### config.mk
export PLATFORM = sky130hd
export DESIGN_NAME = block_transposition_cipher_flat
export DESIGN_NICKNAME = d
export VERILOG_FILES = /design/src/rtl/btc_pkg.sv /design/src/rtl/btc_stream_if.sv /design/src/rtl/btc_key_check.sv /design/src/rtl/btc_cell.sv /design/src/rtl/block_transposition_cipher.sv /design/src/flat_wrapper.sv
export SDC_FILE = /design/constraint.sdc
export NUM_CORES = 1
export LEC_CHECK = 0
export ABC_CLOCK_PERIOD_IN_PS = 6200
export BUFFER_PORTS_ARGS = -buffer_cell sky130_fd_sc_hd__buf_2
export CORE_MARGIN = 3
export CORE_UTILIZATION = 55
export CTS_CLUSTER_DIAMETER = 120
export CTS_CLUSTER_SIZE = 12
export DETAILED_ROUTE_END_ITERATION = 10
export PLACE_DENSITY = 0.71
export SLEW_MARGIN = 25
export SYNTH_ARGS = -nofsm -noshare
export SYNTH_HDL_FRONTEND = slang
export SYNTH_SLANG_ARGS = --single-unit
### constraint.sdc
create_clock -name clk_i -period 6.2 [get_ports clk_i]
set_input_delay 0.62 -clock clk_i [delete_from_list [all_inputs] [get_ports clk_i]]
set_output_delay 0.62 -clock clk_i [all_outputs]
set_load 0.005 [all_outputs]
### src/rtl/btc_pkg.sv
// ----------------------------------------------------------------------------
// btc_pkg
// Shared types, constants and helpers of the block transposition cipher.
// ----------------------------------------------------------------------------
package btc_pkg;

  localparam int unsigned BYTE_W          = 8;
  localparam int unsigned DIGIT_W         = 4;
  localparam int unsigned KEY_LEN_W       = 4;
  localparam int unsigned NUM_KEY_DIGITS  = 9;
  localparam int unsigned KEY_DIGITS_W    = NUM_KEY_DIGITS * DIGIT_W;
  localparam int unsigned CFG_IDX_W       = 2;
  localparam int unsigned CFG_DATA_W      = KEY_DIGITS_W;
  localparam int unsigned MAX_KEY_LEN_DEF = 9;

  localparam logic [KEY_LEN_W-1:0]    KEY_LENGTH_RST  = 4'd9;
  localparam logic [KEY_DIGITS_W-1:0] KEY_DIGITS_RST  = 36'h987654321;
  localparam logic [BYTE_W-1:0]       PAD_BYTE_RST    = 8'h20;
  localparam logic                    DECODE_MODE_RST = 1'b0;

  typedef enum logic [CFG_IDX_W-1:0] {
    CFG_KEY_LENGTH  = 2'd0,
    CFG_KEY_DIGITS  = 2'd1,
    CFG_PAD_BYTE    = 2'd2,
    CFG_DECODE_MODE = 2'd3
  } cfg_reg_e;

  typedef enum logic [1:0] {
    ST_FILL = 2'b01,
    ST_EMIT = 2'b10
  } state_e;

  typedef struct packed {
    logic [BYTE_W-1:0] data_byte;
    logic              end_of_message;
  } in_item_t;

  typedef struct packed {
    logic [BYTE_W-1:0] out_byte;
    logic              segment_last;
    logic              message_last;
    logic              key_bad;
  } out_item_t;

  // Selection control broadcast to every cell while a segment is emitted.
  typedef struct packed {
    logic [DIGIT_W-1:0] pos_digit;
    logic               key_bad;
    logic               decode;
  } sel_ctrl_t;

  // Key digit j; digits past the ninth read as zero.
  function automatic logic [DIGIT_W-1:0] key_digit(
    input logic [KEY_DIGITS_W-1:0] keys,
    input int unsigned             j
  );
    logic [DIGIT_W-1:0] d;
    d = '0;
    for (int unsigned i = 0; i < NUM_KEY_DIGITS; i++) begin
      if (i == j) begin
        d = keys[i*DIGIT_W +: DIGIT_W];
      end
    end
    return d;
  endfunction

endpackage

### src/rtl/btc_stream_if.sv
// ----------------------------------------------------------------------------
// btc_stream_if
// Valid/ready channel carrying one item per request.
// ----------------------------------------------------------------------------
interface btc_stream_if #(
  parameter type item_t = logic
) ();

  logic  valid;
  logic  ready;
  item_t payload;

  modport source (output valid, output payload, input ready);
  modport sink   (input valid, input payload, output ready);

endinterface

### src/rtl/btc_key_check.sv
// ----------------------------------------------------------------------------
// btc_key_check
// Derives the segment length from the key length, clamped to 1..MaxKeyLen, and
// flags a key whose length is out of range or whose digits are not a permutation of 1..length.
// ----------------------------------------------------------------------------
module btc_key_check #(
  parameter int unsigned MaxKeyLen = btc_pkg::MAX_KEY_LEN_DEF,
  parameter int unsigned CntW      = $clog2(MaxKeyLen + 1)
) (
  input  logic [btc_pkg::KEY_LEN_W-1:0]    key_length_i,
  input  logic [btc_pkg::KEY_DIGITS_W-1:0] key_digits_i,
  output logic [CntW-1:0]                  seg_len_o,
  output logic                             key_bad_o
);
  import btc_pkg::*;

  localparam int unsigned CmpW = KEY_LEN_W + 1;

  logic [CmpW-1:0]    kl_ext;
  logic               len_bad;
  logic [CntW-1:0]    len;
  logic [MaxKeyLen:0] seen_set;
  logic [MaxKeyLen:0] mask;
  logic               range_bad;
  logic [DIGIT_W-1:0] d;

  assign kl_ext = CmpW'(key_length_i);

  always_comb begin
    len_bad = 1'b0;
    if (kl_ext == '0) begin
      len     = CntW'(1);
      len_bad = 1'b1;
    end else if (kl_ext > CmpW'(MaxKeyLen)) begin
      len     = CntW'(MaxKeyLen);
      len_bad = 1'b1;
    end else begin
      len = CntW'(kl_ext);
    end
  end

  // Every digit in range and all of 1..len covered means no repeats.
  always_comb begin
    seen_set  = '0;
    mask      = '0;
    range_bad = 1'b0;
    d         = '0;
    for (int unsigned j = 0; j < MaxKeyLen; j++) begin
      d = key_digit(key_digits_i, j);
      if (CntW'(j) < len) begin
        if (d == '0 || CmpW'(d) > CmpW'(len)) begin
          range_bad = 1'b1;
        end
        for (int unsigned i = 1; i <= MaxKeyLen; i++) begin
          if (CmpW'(d) == CmpW'(i)) begin
            seen_set[i] = 1'b1;
          end
        end
      end
    end
    for (int unsigned i = 1; i <= MaxKeyLen; i++) begin
      mask[i] = (CmpW'(i) <= CmpW'(len));
    end
  end

  assign seg_len_o = len;
  assign key_bad_o = len_bad | range_bad | (seen_set != mask);

endmodule

### src/rtl/btc_cell.sv
// ----------------------------------------------------------------------------
// btc_cell
// One slot of the segment: holds a byte, takes its key digit as an input, and passes the
// selected byte along the chain toward the output.
// ----------------------------------------------------------------------------
module btc_cell #(
  parameter int unsigned CellIdx = 0,
  parameter int unsigned IdxW    = 4,
  parameter int unsigned CntW    = 4
) (
  input  logic                           clk_i,
  input  logic                           wr_en_i,
  input  logic [IdxW-1:0]                wr_idx_i,
  input  logic [btc_pkg::BYTE_W-1:0]     wr_byte_i,
  input  logic [CntW-1:0]                filled_i,
  input  logic [CntW-1:0]                seg_len_i,
  input  logic [btc_pkg::BYTE_W-1:0]     pad_i,
  input  logic [btc_pkg::DIGIT_W-1:0]    digit_i,
  input  logic [IdxW-1:0]                pos_i,
  input  btc_pkg::sel_ctrl_t             ctrl_i,
  input  logic [btc_pkg::BYTE_W-1:0]     chain_i,
  output logic [btc_pkg::BYTE_W-1:0]     chain_o
);
  import btc_pkg::*;

  localparam int unsigned CmpW = DIGIT_W + 1;

  logic [BYTE_W-1:0] byte_q;
  logic [BYTE_W-1:0] value;
  logic              in_seg;
  logic              hit;

  always_ff @(posedge clk_i) begin
    if (wr_en_i && wr_idx_i == IdxW'(CellIdx)) begin
      byte_q <= wr_byte_i;
    end
  end

  // Slots not filled in this segment read as the pad byte.
  assign value  = (filled_i > CntW'(CellIdx)) ? byte_q : pad_i;
  assign in_seg = (seg_len_i > CntW'(CellIdx));

  always_comb begin
    if (ctrl_i.key_bad) begin
      hit = (pos_i == IdxW'(CellIdx));
    end else if (ctrl_i.decode) begin
      hit = (CmpW'(digit_i) == CmpW'(pos_i) + CmpW'(1));
    end else begin
      hit = (CmpW'(ctrl_i.pos_digit) == CmpW'(CellIdx + 1));
    end
  end

  assign chain_o = (in_seg && hit) ? value : chain_i;

endmodule

### src/rtl/block_transposition_cipher.sv
// ----------------------------------------------------------------------------
// block_transposition_cipher
// Permutation transposition cipher over segments of key-length bytes.
// ----------------------------------------------------------------------------
// Bytes enter one per cycle and are stored in a row of cells, one cell per
// segment slot. When a segment is full, or a byte marked end_of_message
// arrives, the input stalls and the segment is sent out one byte per cycle
// unless the output applies back-pressure; unfilled slots are sent as
// pad_byte. No byte of the next segment is taken until the last one is sent:
// the cell row has one shared write port and one read path. Encode gives
// out[j] = in[key[j]-1], decode the inverse; a bad key sends the segment
// unpermuted with key_bad set. Write configuration only while idle.
// ----------------------------------------------------------------------------
module block_transposition_cipher #(
  parameter int unsigned MaxKeyLen = btc_pkg::MAX_KEY_LEN_DEF
) (
  input  logic                             clk_i,
  input  logic                             rst_ni,
  btc_stream_if.sink                       in_i,
  btc_stream_if.source                     out_o,
  input  logic                             cfg_we_i,
  input  logic [btc_pkg::CFG_IDX_W-1:0]    cfg_idx_i,
  input  logic [btc_pkg::CFG_DATA_W-1:0]   cfg_data_i
);
  import btc_pkg::*;

  localparam int unsigned IdxW = $clog2(MaxKeyLen);
  localparam int unsigned CntW = $clog2(MaxKeyLen + 1);

  logic [KEY_LEN_W-1:0]    key_length_q;
  logic [KEY_DIGITS_W-1:0] key_digits_q;
  logic [BYTE_W-1:0]       pad_byte_q;
  logic                    decode_mode_q;

  state_e            state_q, state_d;
  logic [CntW-1:0]   fill_q, fill_d;
  logic [IdxW-1:0]   emit_q, emit_d;
  logic              eom_q, eom_d;

  logic [CntW-1:0]   seg_len;
  logic              key_bad;
  logic [IdxW-1:0]   len_m1;
  logic [IdxW-1:0]   wr_pos;
  logic [CntW-1:0]   wr_next;
  logic              in_acc;
  logic              out_acc;
  logic              seg_end;
  in_item_t          in_item;
  out_item_t         out_item;
  sel_ctrl_t         ctrl;

  logic [DIGIT_W-1:0] digit [MaxKeyLen];
  logic [BYTE_W-1:0]  chain [MaxKeyLen+1];

  // Configuration registers.
  always_ff @(posedge clk_i or negedge rst_ni) begin
    if (!rst_ni) begin
      key_length_q  <= KEY_LENGTH_RST;
      key_digits_q  <= KEY_DIGITS_RST;
      pad_byte_q    <= PAD_BYTE_RST;
      decode_mode_q <= DECODE_MODE_RST;
    end else if (cfg_we_i) begin
      unique case (cfg_reg_e'(cfg_idx_i))
        CFG_KEY_LENGTH:  key_length_q  <= cfg_data_i[KEY_LEN_W-1:0];
        CFG_KEY_DIGITS:  key_digits_q  <= cfg_data_i[KEY_DIGITS_W-1:0];
        CFG_PAD_BYTE:    pad_byte_q    <= cfg_data_i[BYTE_W-1:0];
        CFG_DECODE_MODE: decode_mode_q <= cfg_data_i[0];
        default: ;
      endcase
    end
  end

  btc_key_check #(
    .MaxKeyLen (MaxKeyLen),
    .CntW      (CntW)
  ) u_key_check (
    .key_length_i (key_length_q),
    .key_digits_i (key_digits_q),
    .seg_len_o    (seg_len),
    .key_bad_o    (key_bad)
  );

  assign in_item  = in_i.payload;
  assign in_i.ready = (state_q == ST_FILL);
  assign in_acc   = in_i.valid && in_i.ready;
  assign out_o.valid = (state_q == ST_EMIT);
  assign out_acc  = out_o.valid && out_o.ready;

  assign len_m1  = IdxW'(seg_len - CntW'(1));
  // Overwrite the last slot when the key length shrank below the fill level.
  assign wr_pos  = (fill_q >= seg_len) ? len_m1 : IdxW'(fill_q);
  assign wr_next = CntW'(wr_pos) + CntW'(1);
  assign seg_end = (emit_q == len_m1);

  always_comb begin
    state_d = state_q;
    fill_d  = fill_q;
    emit_d  = emit_q;
    eom_d   = eom_q;
    unique case (state_q)
      ST_FILL: begin
        if (in_acc) begin
          fill_d = wr_next;
          if (in_item.end_of_message || wr_next >= seg_len) begin
            eom_d   = in_item.end_of_message;
            emit_d  = '0;
            state_d = ST_EMIT;
          end
        end
      end
      ST_EMIT: begin
        if (out_acc) begin
          if (seg_end) begin
            fill_d  = '0;
            state_d = ST_FILL;
          end else begin
            emit_d = emit_q + IdxW'(1);
          end
        end
      end
      default: state_d = ST_FILL;
    endcase
  end

  always_ff @(posedge clk_i or negedge rst_ni) begin
    if (!rst_ni) begin
      state_q <= ST_FILL;
      fill_q  <= '0;
      emit_q  <= '0;
      eom_q   <= 1'b0;
    end else begin
      state_q <= state_d;
      fill_q  <= fill_d;
      emit_q  <= emit_d;
      eom_q   <= eom_d;
    end
  end

  always_comb begin
    for (int unsigned k = 0; k < MaxKeyLen; k++) begin
      digit[k] = key_digit(key_digits_q, k);
    end
  end

  assign ctrl.pos_digit = digit[emit_q];
  assign ctrl.key_bad   = key_bad;
  assign ctrl.decode    = decode_mode_q;

  assign chain[0] = pad_byte_q;

  for (genvar k = 0; k < MaxKeyLen; k++) begin : g_cell
    btc_cell #(
      .CellIdx (k),
      .IdxW    (IdxW),
      .CntW    (CntW)
    ) u_cell (
      .clk_i     (clk_i),
      .wr_en_i   (in_acc),
      .wr_idx_i  (wr_pos),
      .wr_byte_i (in_item.data_byte),
      .filled_i  (fill_q),
      .seg_len_i (seg_len),
      .pad_i     (pad_byte_q),
      .digit_i   (digit[k]),
      .pos_i     (emit_q),
      .ctrl_i    (ctrl),
      .chain_i   (chain[k]),
      .chain_o   (chain[k+1])
    );
  end

  assign out_item.out_byte     = chain[MaxKeyLen];
  assign out_item.segment_last = seg_end;
  assign out_item.message_last = seg_end && eom_q;
  assign out_item.key_bad      = key_bad;
  assign out_o.payload         = out_item;

endmodule
### src/flat_wrapper.sv
// flat-port wrapper written by rule: the top's interface ports become plain ports
module block_transposition_cipher_flat import btc_pkg::*;
#(
  parameter int unsigned MaxKeyLen = btc_pkg::MAX_KEY_LEN_DEF
)
  (clk_i, rst_ni, cfg_we_i, cfg_idx_i, cfg_data_i, in_i_valid, in_i_payload, in_i_ready, out_o_valid, out_o_payload, out_o_ready);
  btc_stream_if in_i_i ();
  btc_stream_if out_o_i ();
  input  logic clk_i;
  input  logic rst_ni;
  input  logic cfg_we_i;
  input  logic [btc_pkg::CFG_IDX_W-1:0] cfg_idx_i;
  input  logic [btc_pkg::CFG_DATA_W-1:0] cfg_data_i;
  input wire logic [$bits(in_i_i.valid)-1:0] in_i_valid;
  input wire logic [$bits(in_i_i.payload)-1:0] in_i_payload;
  output wire logic [$bits(in_i_i.ready)-1:0] in_i_ready;
  output wire logic [$bits(out_o_i.valid)-1:0] out_o_valid;
  output wire logic [$bits(out_o_i.payload)-1:0] out_o_payload;
  input wire logic [$bits(out_o_i.ready)-1:0] out_o_ready;
  assign in_i_i.valid = in_i_valid;
  assign in_i_i.payload = in_i_payload;
  assign in_i_ready = in_i_i.ready;
  assign out_o_valid = out_o_i.valid;
  assign out_o_payload = out_o_i.payload;
  assign out_o_i.ready = out_o_ready;
  block_transposition_cipher #(.MaxKeyLen(MaxKeyLen)) u_core (.clk_i(clk_i), .rst_ni(rst_ni), .in_i(in_i_i), .out_o(out_o_i), .cfg_we_i(cfg_we_i), .cfg_idx_i(cfg_idx_i), .cfg_data_i(cfg_data_i));
endmodule
==> results_dict.tcl, run 1 <==
set metrics [dict create \
    p_leak_nw 2.099 \
    reg2reg_from "u_core.key_length_q[3]$_DFFE_PN1P_" \
    synth-seq-cells 50 \
    period_needed_ns 5.176 \
    track_usage_pct 26.84 \
    synth-async-reset-ratio_pct 100.0 \
    outcome "completed" \
    fin_crit_sh_pct 83.49 \
    tightest_slew_ns 0.7019 \
    cp.arrival_ns 4.56 \
    clkSinkCount 50 \
    regArea_um2 1274 \
    antenna_found_initial 0 \
    grt_max_degree 51 \
    setup_viol 0 \
    finalHoldViolCount 0 \
    dr_total_vias 4062 \
    viasPerCell 6.499 \
    fin_skew_ns 0.001209 \
    cts.htree.levels 2 \
    postSynthCellCount 481 \
    synth_area_um2 4461 \
    row_count 32 \
    yosysUniqueCellTypes 65 \
    seq_area_frac_synth_pct 28.56 \
    wl_per_cell_um 19.36 \
    antenna_cells 0 \
    drc_errors 0 \
    synth_flop_cell "dfrtp_1" \
    critPathLaunch "u_core.key_length_q[3]$_DFFE_PN1P_" \
    tritoncts "yes" \
    ys_warn_count 0 \
    clk_path_buf_depth 2 \
    port_buffers 46 \
    ir_drop_v 0.0002485 \
    pin_count 47 \
    dpl-instance-area_um2 4763 \
    clkTransAtPathRegs_ns 0.09 \
    place_congestion 0.9518 \
    layout-drive-gt1-share_pct 24.28 \
    coreArea_um2 7807 \
    cp_max_fo 28 \
    fp.dieW_um 96.06 \
    wirelength_mm 12.10 \
    fmax_mhz 193.2 \
    cts.repair.resized 0 \
    tns_ns 0 \
    rsz0062_at_grt "false" \
    first_pass_iters 5 \
    fill_cells 697 \
    numCtsBuffers 5 \
    dp_hpwl_mm 9.260 \
    drv_cap 0 \
    synth_nets 577 \
    drt_iter0_drc 375 \
    multi_input_area_um2 3023 \
    endpoint_kind "output pin" \
    pwr_density_cell_nw_per_um2 339.5 \
    grt_first_pass_wirelength_mm 19.22 \
    maxSlewViolCount 0 \
    die_area_um2 9227 \
    grt_overflow 0 \
    start_util_pct 57.13 \
    cts_setup_buffers 0 \
    startpoint_type "flop" \
    final_area_um2 4880 \
    ant_nets 0 \
    nets 618 \
    maxSlewHeadroom_pct 52.84 \
    critPathRequiredTime_ns 5.58 \
    cts_hold_buf 0 \
    path_class "flop to output pin" \
    insertion_delay_ns 0.30 \
    grt_pass1_vias 3810 \
    synth_area_per_cell_um2 9.273 \
    synth_edf_count 0 \
    syn_to_final_growth_pct 9.397 \
    fp.dieH_um 96.06 \
    min-delay-path-class "primary input to asynchronous set/reset pin" \
    ctsRootBufferMaster "clkbuf_8" \
]
state kept, by name (all words and copies together) (netlist names):
| name | cells |
|---|---|
| u_core.fill_q | 4 |
| u_core.key_digits_q | 36 |
| u_core.emit_q | 4 |
| u_core.state_q | 2 |
| u_core.key_length_q | 4 |
cells in the final DEF (no fill, tap or decap), types with 6 or more instances in the layout:
| master | count |
|---|---|
| nand3b_1 | 6 |
| nor3_1 | 14 |
| mux2_2 | 40 |
| nand4_1 | 13 |
| inv_1 | 21 |
| clkbuf_8 | 6 |
| buf_2 | 46 |
| nor2b_1 | 16 |
| nor3b_1 | 9 |
| nand3_1 | 12 |
| o21a_1 | 11 |
| ha_1 | 52 |
| a31oi_1 | 10 |
| dfstp_2 | 18 |
| and4_1 | 6 |
| nand2b_1 | 12 |
| nor4b_1 | 6 |
| nor4_1 | 8 |
| nand2_1 | 21 |
| and3_1 | 7 |
| nor2_1 | 35 |
| o21ai_0 | 19 |
| dfrtp_1 | 32 |
| a21oi_1 | 19 |
path summary, 6_finish.rpt:
kind	to	depth (start not counted)	slack, ns
worst max-delay path	out_o_payload	14	1.02
worst min-delay path	u_core.key_digits_q[17]$_DFFE_PN0P_	2	0.39
worst max register to register	u_core.emit_q[1]$_DFFE_PN0P_	18	1.29
worst min register to register	u_core.fill_q[0]$_DFFE_PN0P_	2	0.56
max in group asynchronous	u_core.key_digits_q[10]$_DFFE_PN0P_	2	5.34
min in group clk_i	u_core.key_digits_q[30]$_DFFE_PN0P_	2	0.54
Yosys cell counts (3+ instances only):
cell type	count	share of area, %
o21a_1	11	1.9
nor2_1	35	2.9
a41oi_1	5	0.98
o21ai_0	19	2.1
nand2_1	21	1.8
and2_1	3	0.42
nor3b_1	9	1.5
dfrtp_1	32	18
and4_1	6	1.2
ha_1	52	15
or3_1	3	0.42
nor3_1	14	1.6
inv_1	21	1.8
nor2b_1	16	2.2
nor4_1	8	1.1
nand3_1	12	1.3
nand3b_1	6	1.0
a31oi_1	10	1.4
nand2b_1	12	1.7
a22oi_1	3	0.50
nand4_1	13	1.8
dfstp_2	18	11
a21o_1	3	0.50
xor2_1	5	0.98
xnor2_1	5	0.98
nor4b_1	6	1.2
and3_1	7	0.98
o22ai_1	3	0.42
a221oi_1	4	0.79
mux2_2	40	10
buf_6	3	0.76
clkbuf_1	11	0.93
o211ai_1	5	0.84
a21oi_1	19	2.1
layer usage:
| layer | GRT usage [%] | up-vias | part of all wire [%] |
|---|---|---|---|
| met2 | 45.54 | 182 | 48 |
| met1 | 36.14 | 1956 | 43 |
| met3 | 4.066 | 17 | 7.6 |
| li1 | - | 1907 | - |
| met4 | 5.332 | 0 | 1.4 |
| met5 | 0 | - | 0 |
worst max-delay path: stages (launching register included):
cell	delay, ns
dfstp_2	0.87
nor3_1	0.12
nor3_2	0.40
inv_1	0.13
buf_4	0.25
ha_1	0.28
nor3_1	0.57
nor4bb_1	0.18
nor4_1	0.39
and4_1	0.31
maj3_1	0.18
a21oi_1	0.06
o21ai_0	0.18
o211ai_1	0.16
buf_2	0.16
cell families (layout without fill, tap and decap cells):
group                    Yosys count  after routing  share of synthesized area, %
multiplexers                      41             41                         10.32
AND/OR/NAND/NOR                  187            187                         24.71
flip-flops                        50             50                         28.56
AO/OA/AOI/OAI                    103            103                         15.96
buffers and inverters             37             79                         3.675
adder cells (fa/ha/maj)           53             53                         14.81
XOR/XNOR                          10             10                         1.963
report_power, final:
group	internal, mW	switching [mW]	leakage (nW)
Clock	0.132	0.111	0.0585
Sequential	0.415	0.138	0.580
Combinational	0.393	0.467	1.46
Total	0.940	0.716	2.10
stage by stage:
stage	setup WS [ns]	hold WS (ns)	utilization (%)	total power, mW	cells
detailed placement	1.302	0.5394	61.01	1.403	617
global placement	1.470	0.5451	61.01	1.377	617
floorplan	1.757	0.3244	-	1.168	481
CTS	1.082	0.4362	62.50	1.655	625
finish	1.024	0.3875	62.50	1.656	625
global route	0.7529	0.4547	62.50	1.803	625
layout make-up:
type | count | area share, %
clock buffer | 7 | 1.769
tap | 102 | 2.615
multi-input combinational | 394 | 61.95
inverter | 21 | 1.615
sequential | 50 | 26.10
clock inverter | 1 | 0.6154
timing repair buffer | 50 | 5.333
(Power assumes the default switching activity.)
==> run 2: changes to the inputs <==
--- a/config.mk
+++ b/config.mk
@@ -5,14 +5,14 @@
 export SDC_FILE = /design/constraint.sdc
 export NUM_CORES = 1
 export LEC_CHECK = 0
-export ABC_CLOCK_PERIOD_IN_PS = 6200
+export ABC_CLOCK_PERIOD_IN_PS = 4500
 export BUFFER_PORTS_ARGS = -buffer_cell sky130_fd_sc_hd__buf_2
 export CORE_MARGIN = 3
-export CORE_UTILIZATION = 55
+export CORE_UTILIZATION = 54
 export CTS_CLUSTER_DIAMETER = 120
 export CTS_CLUSTER_SIZE = 12
 export DETAILED_ROUTE_END_ITERATION = 10
-export PLACE_DENSITY = 0.71
+export PLACE_DENSITY = 0.73
 export SLEW_MARGIN = 25
 export SYNTH_ARGS = -nofsm -noshare
 export SYNTH_HDL_FRONTEND = slang
==> constraint.sdc (replaced) <==
create_clock -name clk_i -period 4.5 [get_ports clk_i]
set_input_delay 0.45 -clock clk_i [delete_from_list [all_inputs] [get_ports clk_i]]
set_output_delay 0.45 -clock clk_i [all_outputs]
set_load 0.005 [all_outputs]
==> results_dict.tcl, run 2 (synthesized netlist as in run 1, its figures left out) <==
set metrics [dict create \
    syn_to_final_growth_pct 10.86 \
    cp_max_fo 13 \
    ir_drop_v 0.0002830 \
    slowest_stage "dfstp_2" \
    place_congestion 1.006 \
    ant_nets 0 \
    grt_overflow 0 \
    final.setup.worst_slack_ns 0.2329 \
    track_usage_pct 27.18 \
    grt_max_degree 51 \
    insertion_delay_ns 0.31 \
    p_leak_nw 2.135 \
    cts_hold_buf 0 \
    pin_count 47 \
    grt_pass1_vias 3992 \
    fin_skew_ns 0.003921 \
    dp_hpwl_mm 9.973 \
    drc_errors 0 \
    first_pass_iters 5 \
    placed_cells 626 \
    ctsRootBufferMaster "clkbuf_8" \
    path_class "flop to output pin" \
    row_count 32 \
    drt_iter0_drc 255 \
    rsz0062_at_grt "false" \
    fmax_mhz 234.4 \
    port_buffers 46 \
    power.total_mw 2.281 \
    setup_viol 0 \
    cpMostUsedCell "nor3_1" \
    final_cell_mix "52 x ha_1, 46 x buf_2, 40 x mux2_2, 35 x nor2_1, 32 x dfrtp_1" \
    tightest_slew_ns 0.7750 \
    cts.repair.resized 0 \
    fill_cells 719 \
    multi_input_area_um2 3040 \
    tritoncts "yes" \
    regMostFlops "u_core.key_digits_q" \
    fin_crit_sh_pct 94.82 \
    wirelength_mm 12.62 \
    dr_total_vias 4020 \
    clkTransAtPathRegs_ns 0.11 \
    cts_setup_buffers 0 \
    nets 627 \
    cts.htree.levels 2 \
    start_util_pct 56.55 \
    maxSlewHeadroom_pct 48.22 \
    combPwrFrac_pct 54.8 \
    critical_path.endpoint "out_o_payload" \
    endpoint_kind "output pin" \
    antenna_found_initial 0 \
    regArea_um2 1274 \
    drv_cap 0 \
    critPathLaunch "u_core.key_length_q[3]$_DFFE_PN1P_" \
    p_sw_mw 1.022 \
    pwr_density_cell_nw_per_um2 461.2 \
    critPathRequiredTime_ns 4.05 \
    viasPerCell 6.341 \
    min-delay-path-class "primary input to asynchronous set/reset pin" \
    reg2reg_to "u_core.emit_q[1]$_DFFE_PN0P_" \
    wl_per_cell_um 19.91 \
    largest_register_ffs 36 \
    final_cells 634 \
    clk_path_buf_depth 2 \
    cp.arrival_ns 3.82 \
    antenna_cells 0 \
    finalHoldViolCount 0 \
    path_cells "nor3_1 > nor3_2 > inv_1 > buf_4 > ha_1 > a21oi_1 > nor3_1 > a2111oi_2 > nand3_1 > a211o_1 > a221oi_2 > and4_1 > o211ai_1 > buf_2" \
    p_sw_share_pct 44.82 \
    clkSinkCount 50 \
    die_area_um2 9387 \
    intPower_mw 1.258 \
    rrSetupSlack_ns 0.51 \
    max_stage_delay_ns 0.63 \
    maxSlewViolCount 0 \
    tns_ns 0 \
    numCtsBuffers 5 \
    clkPwrFrac_pct 12.7 \
    fp.dieH_um 96.89 \
    startpoint_type "flop" \
    mostFrequentLayoutCell "ha_1" \
    reg2reg_depth 19 \
    seq_power_share_pct 32.6 \
    fp.dieW_um 96.89 \
    layout-drive-gt1-share_pct 26.32 \
    grt_first_pass_wirelength_mm 20.66 \
    outcome "completed" \
    reg2reg_from "u_core.key_length_q[3]$_DFFE_PN1P_" \
    period_needed_ns 4.267 \
    pre_cts_ws_ns 0.5354 \
    coreArea_um2 7888 \
]
-- run 2: cell count changes in the layout (fill, tap and decap cells not counted), sizes merged --
| cell | change |
|---|---|
| bufinv | -1 |
| clkbuf | -2 |
| clkinvlp | +1 |
| buf | +9 |
| inv | +2 |
-- run 2: final cells by class --
cell class	count	area share (%)
multi-input cells	394	61.49
repair buffers	59	6.630
flip-flops and latches	50	25.76
clock buffers	5	1.392
inverters	21	1.594
well taps	102	2.581
clock inverters	3	0.5567
-- run 2: critical path, delay by kind of cell (launching register included) --
family	cells	cell delay (ns)
AO/OA/AOI/OAI	5	1.26
AND/OR/NAND/NOR	5	0.88
flip-flops	1	0.63
buffers and inverters	3	0.47
adder cells (fa/ha/maj)	1	0.26
-- run 2: power by group through the flow --
stage | Sequential, mW | Combinational, mW | Clock (mW)
3_5_place_dp | 0.745 | 1.23 | 0
3_3_place_gp | 0.739 | 1.20 | 0
4_1_cts | 0.736 | 1.24 | 0.301
5_1_grt | 0.764 | 1.41 | 0.318
2_1_floorplan | 0.674 | 0.936 | 0
6_report | 0.743 | 1.25 | 0.289
-- run 2: how the worst min path moves through the flow --
stage                     slack (ns)  cells after the start                                  end
after global routing            0.30                      2  u_core.key_digits_q[28]$_DFFE_PN0P_
after CTS                       0.27                      2  u_core.key_digits_q[29]$_DFFE_PN0P_
after detailed placement        0.57                      2         u_core.fill_q[0]$_DFFE_PN0P_
after floorplan                 0.15                      0         u_core.emit_q[0]$_DFFE_PN0P_
after global placement          0.57                      2         u_core.fill_q[3]$_DFFE_PN0P_
final                           0.24                      2  u_core.key_digits_q[15]$_DFFE_PN0P_
-- run 2: layer usage --
metal | GRT usage [%] | vias up | wire length (um)
met5 | 0 | - | 0
met4 | 8.423 | 0 | 328
met3 | 4.975 | 22 | 720
met2 | 43.84 | 137 | 5915
met1 | 37.01 | 1932 | 5658
li1 | - | 1929 | -
-- run 2: stage by stage --
step	utilization (%)	area (um^2)	hold slack [ns]
global placement	61.25	4831	0.5740
detailed placement	61.25	4831	0.5652
CTS	62.47	4927	0.2688
global route	62.69	4945	0.2991
finish	62.69	4945	0.2414
floorplan	-	4461	0.1544
==> run 3: changes to the inputs <==
--- a/config.mk
+++ b/config.mk
@@ -13,6 +13,7 @@
 export CTS_CLUSTER_SIZE = 12
 export DETAILED_ROUTE_END_ITERATION = 10
 export PLACE_DENSITY = 0.73
+export RECOVER_POWER = 100
 export SLEW_MARGIN = 25
 export SYNTH_ARGS = -nofsm -noshare
 export SYNTH_HDL_FRONTEND = slang
==> results_dict.tcl, run 3 (synthesized netlist as in run 1, its figures left out) <==
set metrics [dict create \
    antenna_found_initial 0 \
    cp.arrival_ns 3.85 \
    seq_power_share_pct 32.6 \
    clkPwrFrac_pct 12.7 \
    dr_total_vias 4012 \
    setup_viol 0 \
    finalHoldViolCount 0 \
    antenna_cells 0 \
    mostFrequentLayoutCell "ha_1" \
    pin_count 47 \
    clkSinkCount 50 \
    clk_path_buf_depth 2 \
    intPower_mw 1.255 \
    wl_per_cell_um 19.97 \
    fin_crit_sh_pct 95.45 \
    period_needed_ns 4.295 \
    max_stage_delay_ns 0.63 \
    grt_first_pass_wirelength_mm 20.66 \
    path_class "flop to output pin" \
    outcome "complete, but fails checks" \
    final_cells 634 \
    tightest_slew_ns 2.679 \
    drt_iter0_drc 261 \
    min-delay-path-class "primary input to flop" \
    slowest_stage "dfstp_2" \
    die_area_um2 9387 \
    drv_cap 2 \
    maxSlewViolCount 88 \
    placed_cells 626 \
    ant_nets 0 \
    critPathRequiredTime_ns 4.05 \
    cpMostUsedCell "nor3_1" \
    endpoint_kind "output pin" \
    track_usage_pct 27.18 \
    met2_usage_pct 43.84 \
    dp_hpwl_mm 9.973 \
    layout-drive-gt1-share_pct 25.38 \
    coreArea_um2 7888 \
    fmax_mhz 232.8 \
    grtUsageMet3_pct 4.975 \
    p_sw_mw 1.021 \
    path_cells "nor3_1 > nor3_2 > inv_1 > buf_4 > ha_1 > a21oi_1 > nor3_1 > a2111oi_2 > nand3_1 > a211o_1 > a221oi_2 > and4_1 > o211ai_1 > buf_2" \
    cts.htree.levels 2 \
    grt_overflow 0 \
    cts_setup_buffers 0 \
    tns_ns 0 \
    numCtsBuffers 5 \
    grt.busiest_layer "met2" \
    power.total_mw 2.277 \
    pwr_density_cell_nw_per_um2 461.8 \
    tritoncts "yes" \
    combPwrFrac_pct 54.6 \
    rsz0062_at_grt "false" \
    post-route-util_pct 62.50 \
    row_count 32 \
    start_util_pct 56.55 \
    regMostFlops "u_core.key_digits_q" \
    final_cell_mix "52 x ha_1, 44 x buf_2, 39 x mux2_2, 35 x nor2_1, 32 x dfrtp_1" \
    nets 627 \
    syn_to_final_growth_pct 10.52 \
    fin_skew_ns 0.006437 \
    drc_errors 0 \
    first_pass_iters 4 \
    p_leak_nw 2.122 \
    largest_register_ffs 36 \
    insertion_delay_ns 0.32 \
    startpoint_type "flop" \
    grt_max_degree 51 \
    place_congestion 1.006 \
    port_buffers 46 \
    maxSlewHeadroom_pct -78.62 \
    wirelength_mm 12.66 \
    cp_max_fo 13 \
    p_sw_share_pct 44.86 \
    use_met1_pct 37.01 \
    fp.dieH_um 96.89 \
    ir_drop_v 0.0002820 \
    viasPerCell 6.328 \
    ctsRootBufferMaster "clkbuf_8" \
    fp.dieW_um 96.89 \
    violations "max-capacitance violations, max-slew violations" \
    grt_pass1_vias 3992 \
    clkTransAtPathRegs_ns 0.11 \
]
==> run 3: final timing paths <==
path                                               startpoint                                  end  slack, ns  depth (start not counted)
setup / recovery           u_core.key_length_q[3]$_DFFE_PN1P_                        out_o_payload       0.20                         14
hold / removal                                 cfg_data_i[14]  u_core.key_digits_q[14]$_DFFE_PN1P_       0.36                          2
setup reg to reg           u_core.key_length_q[3]$_DFFE_PN1P_         u_core.emit_q[1]$_DFFE_PN0P_       0.49                         19
hold reg to reg                  u_core.emit_q[3]$_DFFE_PN0P_         u_core.emit_q[3]$_DFFE_PN0P_       0.59                          2
max in group asynchronous                              rst_ni  u_core.key_digits_q[10]$_DFFE_PN0P_       1.92                          2
min in group asynchronous                              rst_ni  u_core.key_digits_q[28]$_DFFE_PN0P_       1.07                          2
==> run 3: per-stage QoR <==
| stage | hold slack, ns | worst slack, ns | cell area, um^2 |
|---|---|---|---|
| final | 0.3573 | 0.2046 | 4930 |
| after global routing | 0.3426 | 0.01154 | 4930 |
| after CTS | 0.2688 | 0.2692 | 4927 |
| after detailed placement | 0.5652 | 0.5354 | 4831 |
| after global placement | 0.5740 | 0.6584 | 4831 |
| after floorplan | 0.1544 | 0.05667 | 4461 |
==> run 3: area by class of cell <==
type                       count  area, um^2
sequential                    50        1274
clock inverter                 3       27.53
multi-input combinational    394        3034
timing repair buffer          59       319.1
tap                          102       127.6
fill                         718        2958
inverter                      21       78.83
clock buffer                   5       68.82
==> run 3: metal layers <==
metal  vias up  part of all wire (%)
li1       1927                     -
met1      1939                    45
met2       124                    47
met3        22                   5.8
met4         0                   2.6
met5         -                     0
==> run 3: power groups by stage <==
stage	logic (mW)	registers, mW	clock network [mW]
2_1_floorplan	0.936	0.674	0
3_3_place_gp	1.20	0.739	0
3_5_place_dp	1.23	0.745	0
4_1_cts	1.24	0.736	0.301
5_1_grt	1.40	0.764	0.318
6_report	1.24	0.743	0.290
==> run 3: critical path, delay by kind of cell (launching register included) <==
family,cells,cell delay (ns)
AOI/OAI and AO/OA,5,1.26
and+or+nand+nor,5,0.89
DFF,1,0.63
adders and majority gates,1,0.26
buffers and inverters,3,0.47
==> run 3: repair_timing <==
item / in CTS / in global routing
resized for setup: 0 / 3
endpoints found under the setup margin: 0 / 1
hold buffers: 0 / 0
